`config.mk`:
```
export PLATFORM = sky130hd
export DESIGN_NAME = unique_key_table_with_sum_flat
export DESIGN_NICKNAME = d
export VERILOG_FILES = /design/src/rtl/ukt_pkg.sv /design/src/rtl/ukt_if.sv /design/src/rtl/ukt_cell.sv /design/src/rtl/unique_key_table_with_sum.sv /design/src/flat_wrapper.sv
export SDC_FILE = /design/constraint.sdc
export NUM_CORES = 2
export LEC_CHECK = 0
export BUFFER_PORTS_ARGS = -buffer_cell sky130_fd_sc_hd__buf_2
export CORE_MARGIN = 2
export CORE_UTILIZATION = 30
export DETAILED_ROUTE_END_ITERATION = 6
export PLACE_DENSITY_LB_ADDON = 0.1
export SETUP_SLACK_MARGIN = 0.2
export SLEW_MARGIN = 0
export SYNTH_ARGS = -nofsm -noshare
export SYNTH_HDL_FRONTEND = slang
export SYNTH_SLANG_ARGS = --single-unit
```
`constraint.sdc`:
```
create_clock -name clk -period 6.95 [get_ports clk]
set_input_delay 1.39 -clock clk [delete_from_list [all_inputs] [get_ports clk]]
set_output_delay 1.39 -clock clk [all_outputs]
set_load 0.01 [all_outputs]
```
`src/rtl/ukt_pkg.sv`:
```
// Package: widths, status codes and the structs passed along the cell row.
`timescale 1ns / 1ps
package ukt_pkg;

  localparam int TABLE_DEPTH = 16;
  localparam int KEY_W       = 16;
  localparam int VALUE_W     = 24;
  localparam int STATUS_W    = 3;
  localparam int COUNT_W     = 5;
  localparam int TOTAL_W     = 28;

  typedef enum logic [STATUS_W-1:0] {
    ST_ADDED     = 3'd0,
    ST_DUPLICATE = 3'd1,
    ST_REMOVED   = 3'd2,
    ST_NOTFOUND  = 3'd3,
    ST_FULL      = 3'd4
  } status_t;

  typedef enum logic {
    REQ_ADD    = 1'b0,
    REQ_REMOVE = 1'b1
  } req_t;

  // Broadcast from the top level to every cell.
  typedef struct packed {
    logic               add_go;
    logic               rem_go;
    logic [KEY_W-1:0]   key;
    logic [VALUE_W-1:0] value;
  } cmd_t;

  // Passed upward from cell i to cell i+1.
  typedef struct packed {
    logic               hit;
    logic               prev_valid;
    logic [VALUE_W-1:0] hit_value;
  } chain_t;

  // Entry contents handed downward on a remove.
  typedef struct packed {
    logic               valid;
    logic [KEY_W-1:0]   key;
    logic [VALUE_W-1:0] value;
  } entry_t;

endpackage

```
`src/rtl/ukt_if.sv`:
```
// Interfaces: request and response channels with valid/ready handshake.
`timescale 1ns / 1ps
interface ukt_req_if import ukt_pkg::*; ();
  logic               valid;
  logic               ready;
  logic               req_type;
  logic [KEY_W-1:0]   entry_key;
  logic [VALUE_W-1:0] entry_value;

  modport source (output valid, req_type, entry_key, entry_value, input ready);
  modport sink   (input valid, req_type, entry_key, entry_value, output ready);
endinterface

interface ukt_rsp_if import ukt_pkg::*; ();
  logic                valid;
  logic                ready;
  logic [STATUS_W-1:0] status;
  logic [COUNT_W-1:0]  entry_count;
  logic [TOTAL_W-1:0]  value_total;

  modport source (output valid, status, entry_count, value_total, input ready);
  modport sink   (input valid, status, entry_count, value_total, output ready);
endinterface

```
`src/rtl/ukt_cell.sv`:
```
// Table cell: one entry, key compare, prefix hit chain and shift/append update.
`timescale 1ns / 1ps
module ukt_cell import ukt_pkg::*; (
  input  logic   clk,
  input  logic   rst,
  input  cmd_t   cmd,
  input  chain_t chain_in,
  output chain_t chain_out,
  input  entry_t upper,
  output entry_t self
);

  logic               valid;
  logic [KEY_W-1:0]   key;
  logic [VALUE_W-1:0] value;
  logic               match;

  assign match = valid && (key == cmd.key);

  assign chain_out.hit        = chain_in.hit | match;
  assign chain_out.prev_valid = valid;
  assign chain_out.hit_value  = chain_in.hit_value | (match ? value : '0);

  assign self.valid = valid;
  assign self.key   = key;
  assign self.value = value;

  always_ff @(posedge clk) begin
    if (rst) begin
      valid <= 1'b0;
    end else if (cmd.rem_go && (chain_in.hit || match)) begin
      valid <= upper.valid;
    end else if (cmd.add_go && !valid && chain_in.prev_valid) begin
      valid <= 1'b1;
    end
  end

  always_ff @(posedge clk) begin
    if (cmd.rem_go && (chain_in.hit || match)) begin
      key   <= upper.key;
      value <= upper.value;
    end else if (cmd.add_go && !valid && chain_in.prev_valid) begin
      key   <= cmd.key;
      value <= cmd.value;
    end
  end

endmodule

```
`src/rtl/unique_key_table_with_sum.sv`:
```
// Top level: unique-key table built as a row of cells, with count and value total.
`timescale 1ns / 1ps
// Packed table of TABLE_DEPTH key/value entries kept in a row of cells. Every
// cell compares its key with the request in the cycle the word is accepted; a
// hit flag ripples up the row so that on a remove each cell at or above the hit
// takes its upper neighbor's entry, and on an add the first empty cell takes
// the new entry. Each request word gives one response word in the next cycle.
// A request is taken whenever the response register is empty or being drained,
// so the block sustains one word per cycle; the hit ripple across the row sets
// the clock path.
module unique_key_table_with_sum import ukt_pkg::*; (
  input logic      clk,
  input logic      rst,
  ukt_req_if.sink  req,
  ukt_rsp_if.source rsp
);

  chain_t chain [0:TABLE_DEPTH];
  entry_t ent   [0:TABLE_DEPTH];
  cmd_t   cmd;

  logic               accept;
  logic               found;
  logic               full;
  logic [COUNT_W-1:0] count;
  logic [COUNT_W-1:0] count_next;
  logic [TOTAL_W-1:0] total;
  logic [TOTAL_W-1:0] total_next;
  status_t            status_next;

  logic                rsp_valid;
  logic [STATUS_W-1:0] rsp_status;
  logic [COUNT_W-1:0]  rsp_count;
  logic [TOTAL_W-1:0]  rsp_total;

  assign req.ready = !rsp_valid || rsp.ready;
  assign accept    = req.valid && req.ready;

  assign chain[0].hit        = 1'b0;
  assign chain[0].prev_valid = 1'b1;
  assign chain[0].hit_value  = '0;
  assign ent[TABLE_DEPTH]    = '0;

  assign found = chain[TABLE_DEPTH].hit;
  assign full  = ent[TABLE_DEPTH-1].valid;

  assign cmd.key    = req.entry_key;
  assign cmd.value  = req.entry_value;
  assign cmd.add_go = accept && (req.req_type == REQ_ADD) && !found && !full;
  assign cmd.rem_go = accept && (req.req_type == REQ_REMOVE) && found;

  for (genvar i = 0; i < TABLE_DEPTH; i++) begin : g_cell
    ukt_cell u_cell (
      .clk       (clk),
      .rst       (rst),
      .cmd       (cmd),
      .chain_in  (chain[i]),
      .chain_out (chain[i+1]),
      .upper     (ent[i+1]),
      .self      (ent[i])
    );
  end

  always_comb begin
    count_next  = count;
    total_next  = total;
    status_next = ST_NOTFOUND;
    if (req.req_type == REQ_ADD) begin
      if (found) begin
        status_next = ST_DUPLICATE;
      end else if (full) begin
        status_next = ST_FULL;
      end else begin
        status_next = ST_ADDED;
        count_next  = count + COUNT_W'(1);
        total_next  = total + TOTAL_W'(req.entry_value);
      end
    end else begin
      if (found) begin
        status_next = ST_REMOVED;
        count_next  = count - COUNT_W'(1);
        total_next  = total - TOTAL_W'(chain[TABLE_DEPTH].hit_value);
      end
    end
  end

  always_ff @(posedge clk) begin
    if (rst) begin
      count     <= '0;
      total     <= '0;
      rsp_valid <= 1'b0;
    end else begin
      if (accept) begin
        count     <= count_next;
        total     <= total_next;
        rsp_valid <= 1'b1;
      end else if (rsp.ready) begin
        rsp_valid <= 1'b0;
      end
    end
  end

  always_ff @(posedge clk) begin
    if (accept) begin
      rsp_status <= status_next;
      rsp_count  <= count_next;
      rsp_total  <= total_next;
    end
  end

  assign rsp.valid       = rsp_valid;
  assign rsp.status      = rsp_status;
  assign rsp.entry_count = rsp_count;
  assign rsp.value_total = rsp_total;

endmodule

```
`src/flat_wrapper.sv`:
```
// flat-port wrapper written by rule: the top's interface ports become plain ports
module unique_key_table_with_sum_flat import ukt_pkg::*;
  (clk, rst, req_valid, req_req_type, req_entry_key, req_entry_value, req_ready, rsp_valid, rsp_status, rsp_entry_count, rsp_value_total, rsp_ready);
  ukt_req_if req_i ();
  ukt_rsp_if rsp_i ();
  input logic clk;
  input logic rst;
  input wire logic [$bits(req_i.valid)-1:0] req_valid;
  input wire logic [$bits(req_i.req_type)-1:0] req_req_type;
  input wire logic [$bits(req_i.entry_key)-1:0] req_entry_key;
  input wire logic [$bits(req_i.entry_value)-1:0] req_entry_value;
  output wire logic [$bits(req_i.ready)-1:0] req_ready;
  output wire logic [$bits(rsp_i.valid)-1:0] rsp_valid;
  output wire logic [$bits(rsp_i.status)-1:0] rsp_status;
  output wire logic [$bits(rsp_i.entry_count)-1:0] rsp_entry_count;
  output wire logic [$bits(rsp_i.value_total)-1:0] rsp_value_total;
  input wire logic [$bits(rsp_i.ready)-1:0] rsp_ready;
  assign req_i.valid = req_valid;
  assign req_i.req_type = req_req_type;
  assign req_i.entry_key = req_entry_key;
  assign req_i.entry_value = req_entry_value;
  assign req_ready = req_i.ready;
  assign rsp_valid = rsp_i.valid;
  assign rsp_status = rsp_i.status;
  assign rsp_entry_count = rsp_i.entry_count;
  assign rsp_value_total = rsp_i.value_total;
  assign rsp_i.ready = rsp_ready;
  unique_key_table_with_sum u_core (.clk(clk), .rst(rst), .req(req_i), .rsp(rsp_i));
endmodule
```
==> results.yml <==
status:
  outcome: "finished, final reports clean"
setup_path:
  path_buf_inv: 3
  max_stage_delay_ps: 530
  r2r_cells: 20
  startpoint: "req_entry_key[0]"
  worstReg2RegStart: "u_core.g_cell[9].u_cell.key[7]$_DFFE_PP_"
  ff2ff_setup_slack_ps: 1490
  required_ps: 7520
  cp_max_fo: 22
  cpLargestDelayFamily: "compound AO/OA/AOI/OAI gates"
  cp-endpoint: "u_core.total[26]$_SDFFE_PP0P_"
  reg2reg_to: "u_core.total[26]$_SDFFE_PP0P_"
  path_depth: 22
  crit_path_end_kind: "flip-flop"
  crit_type: "input port to flip-flop"
  worstPathCellList: "buf_2 > buf_4 > xnor2_1 > nand4_1 > nor2_1 > nor4bb_4 > buf_12 > a22o_1 > a221oi_1 > nand3_1 > nor2_1 > ha_1 > o21a_1 > o31a_1 > o211ai_1 > a31oi_1 > o22ai_1 > nor2b_1 > o21ai_0 > nand4_1 > a21oi_1 > mux2_2"
  crit_path_top_delay_cell: "nor2_1"
  crit_path_start_kind: "input port"
  crit_arrival_ps: 6560
layout:
  drive_gt1_share_pct: 22.6
  nFillCells: 12877
  syn_to_final_growth_pct: 17.3
  final_cells: 5393
  final_nets: 3678
  n_antenna_cell: 0
timing:
  fin_crit_sh_pct: 86.1
  setup_viol: 0
  final_hold_viol_count: 0
  rsz0062_at_grt: "no"
  fin_tns_setup_ps: 0
  fmax_mhz: 167
  slew_headroom_pct: 28.4
  min_period_ps: 5990
  finalClockSkew_ps: 20.9
  slew_viol_final: 0
  tightest_slew_ps: 1070
clocking:
  clkSinkCount: 726
  holdBufCountCts: 0
  cts_tree: "built"
  numCtsBuffers: 87
  insertion_delay_ps: 690
  clk_pin_slew_ps: 60
  cts_root_buffer: "clkbuf_16"
  post_cts_buffers: 0
  cts_buffer_depth: 3
  h-tree-depth: 3
  cts_resized: 0
floorplanning:
  die_area_sq_um: 133000
  initial_core_util_pct: 30.2
  ios: 83
  rows: 132
  core-area_sq_um: 129000
  die_y_microns: 365
  fp.dieW_microns: 365
drt:
  drc: 0
  routed_wl_mm: 144
  routed_via_density: 5.25
  routedWlPerCell_microns: 26.7
  num_vias: 28319
  ant_nets: 0
  drt-pass1-iter-count: 6
  drtIter0Drc: 2674
yosys:
  synth_area_leader_cell: "edfxtp_1"
  synth_top_family_by_area: "simple AND/OR/NAND/NOR gates"
  ys_warn_count: 0
  synth-compound-area-share_pct: 8.91
  synth_area_leaders: "edfxtp_1 (49%), mux2_2 (10%), nand2_1 (7.1%)"
  synth.cells.most_frequent: "nand2_1 (740), edfxtp_1 (636), mux2_2 (350), xnor2_1 (187), clkbuf_1 (138)"
  ys.flop_type: "edfxtp_1"
  synthAdderAreaFrac_pct: 1.73
  synth_cell_types: 76
  synth_top_area_share_pct: 48.8
  ys_ff_latch: 726
  yosys.area_share.simple_pct: 13.7
  synth.most_common_cell: "nand2_1"
  syn_area_sq_um: 39100
  syn_inst: 3482
  synthMuxAreaShare_pct: 12.3
  synthXorXnorAreaFrac_pct: 6.83
  syn_nets: 3580
  syn_avg_cell_area_sq_um: 11.2
  synth_edf_count: 636
  ys_seq_area_share_pct: 53.5
  synthArstFlopShare_pct: 0
pwr:
  p_per_area_nw_per_um2: 229
  p_clk_share_pct: 45.4
  switching_share_pct: 24.1
  switching_power_mw: 2.53
  p_int_mw: 7.97
  seqPwrFrac_pct: 46.0
  peakVddDrop_v: 0.000156
  power_frac_comb_pct: 8.6
  p_leak_nw: 16.5
placed_design:
  dp_hpwl_mm: 98.9
  numPortBuffers: 82
  globalplace.congestion: 0.841
  dpl.cell_count: 5233
global_route:
  grt_pass1_wl_mm: 208
  grt_max_degree: 55
  grt_pass1_vias: 28577
  grt_usage_pct: 21.5
  antenna_found_initial: 8
  grt_overflow: 0
flow_run:
  drv_cap: 0
worst_hold_path:
  hp-class: "flip-flop to flip-flop"
## through the flow
step	power [mW]	setup WS, ps	area, sq um	utilization [%]	hold slack [ps]
2_1_floorplan	5.54	-301	39100	-	446
3_3_place_gp	5.83	240	43000	33.2	467
3_5_place_dp	5.83	253	43000	33.2	474
4_1_cts	10.6	982	45900	35.4	483
5_1_grt	10.9	655	45900	35.4	510
6_report	10.5	963	45900	35.4	481
## tightest hold or removal path, delay by kind of cell, from the launching register on
kind               cells  cell delay, ps
and+or+nand+nor        1              60
DFF                    1             330
AOI/OAI and AO/OA      1              50
## logic make-up after synthesis
logic type / after synthesis
muxes: 430
adders and majority gates: 53
xor gates and xnor gates: 305
DFF: 726
buffers and inverters: 279
and+or+nand+nor: 1201
AOI/OAI and AO/OA: 488
## cells in the final DEF (no fill, tap or decap), types with 91 or more instances in the layout
cell,instances
a22oi_1,110
edfxtp_1,636
mux2_2,350
nor2_1,125
nand3_1,96
nand2_1,734
clkbuf_16,91
buf_4,131
xor2_1,118
xnor2_1,187
## final cells by class
type                            instances  area [sq um]  area share (%)
Tap cell                             1742          2180            4.75
Timing Repair Buffer                  257          2270            4.96
Sequential cell                       726         20900            45.6
Clock inverter                         39           437           0.952
Clock buffer                          121          2460            5.36
Inverter                               31           116           0.254
Multi-Input combinational cell       2477         17500            38.1
## worst min path at each step
stage | startpoint | end | slack (ps) | cells after the start
5_1_grt | u_core.g_cell[15].u_cell.value[5]$_SDFFE_PP0P_ | u_core.g_cell[15].u_cell.value[5]$_SDFFE_PP0P_ | 510 | 2
4_1_cts | u_core.g_cell[15].u_cell.value[14]$_SDFFE_PP0P_ | u_core.g_cell[15].u_cell.value[14]$_SDFFE_PP0P_ | 480 | 2
3_5_place_dp | u_core.g_cell[15].u_cell.value[14]$_SDFFE_PP0P_ | u_core.g_cell[15].u_cell.value[14]$_SDFFE_PP0P_ | 470 | 2
6_report | u_core.g_cell[15].u_cell.value[12]$_SDFFE_PP0P_ | u_core.g_cell[15].u_cell.value[12]$_SDFFE_PP0P_ | 480 | 2
2_1_floorplan | u_core.g_cell[15].u_cell.value[10]$_SDFFE_PP0P_ | u_core.g_cell[15].u_cell.value[10]$_SDFFE_PP0P_ | 450 | 2
3_3_place_gp | u_core.g_cell[15].u_cell.value[7]$_SDFFE_PP0P_ | u_core.g_cell[15].u_cell.value[7]$_SDFFE_PP0P_ | 470 | 2
## power groups by stage
stage,clock (mW),sequential [mW],combinational (mW)
finish,4.76,4.83,0.903
global route,5.03,4.84,1.00
CTS,4.88,4.83,0.910
detailed placement,0,4.92,0.904
global placement,0,4.93,0.906
floorplan,0,4.93,0.611
## flip-flops by register name, summed over array words and instances (netlist names)
name / cells
u_core.rsp.status: 3
u_core.rsp.entry_count: 5
u_core.g_cell.u_cell.key: 256
u_core.rsp.valid: 1
u_core.total: 28
u_core.g_cell.u_cell.value: 384
u_core.g_cell.u_cell.valid: 16
u_core.rsp.value_total: 28
u_core.count: 5
## metal layers
layer	vias up	wire [microns]	track usage, %
met5	-	42	0
met4	8	3270	6.00
met3	202	8990	3.70
met2	941	68500	36.0
met1	14199	63400	28.6
li1	12969	-	-
No activity file was read; power rests on OpenSTA's default activity.
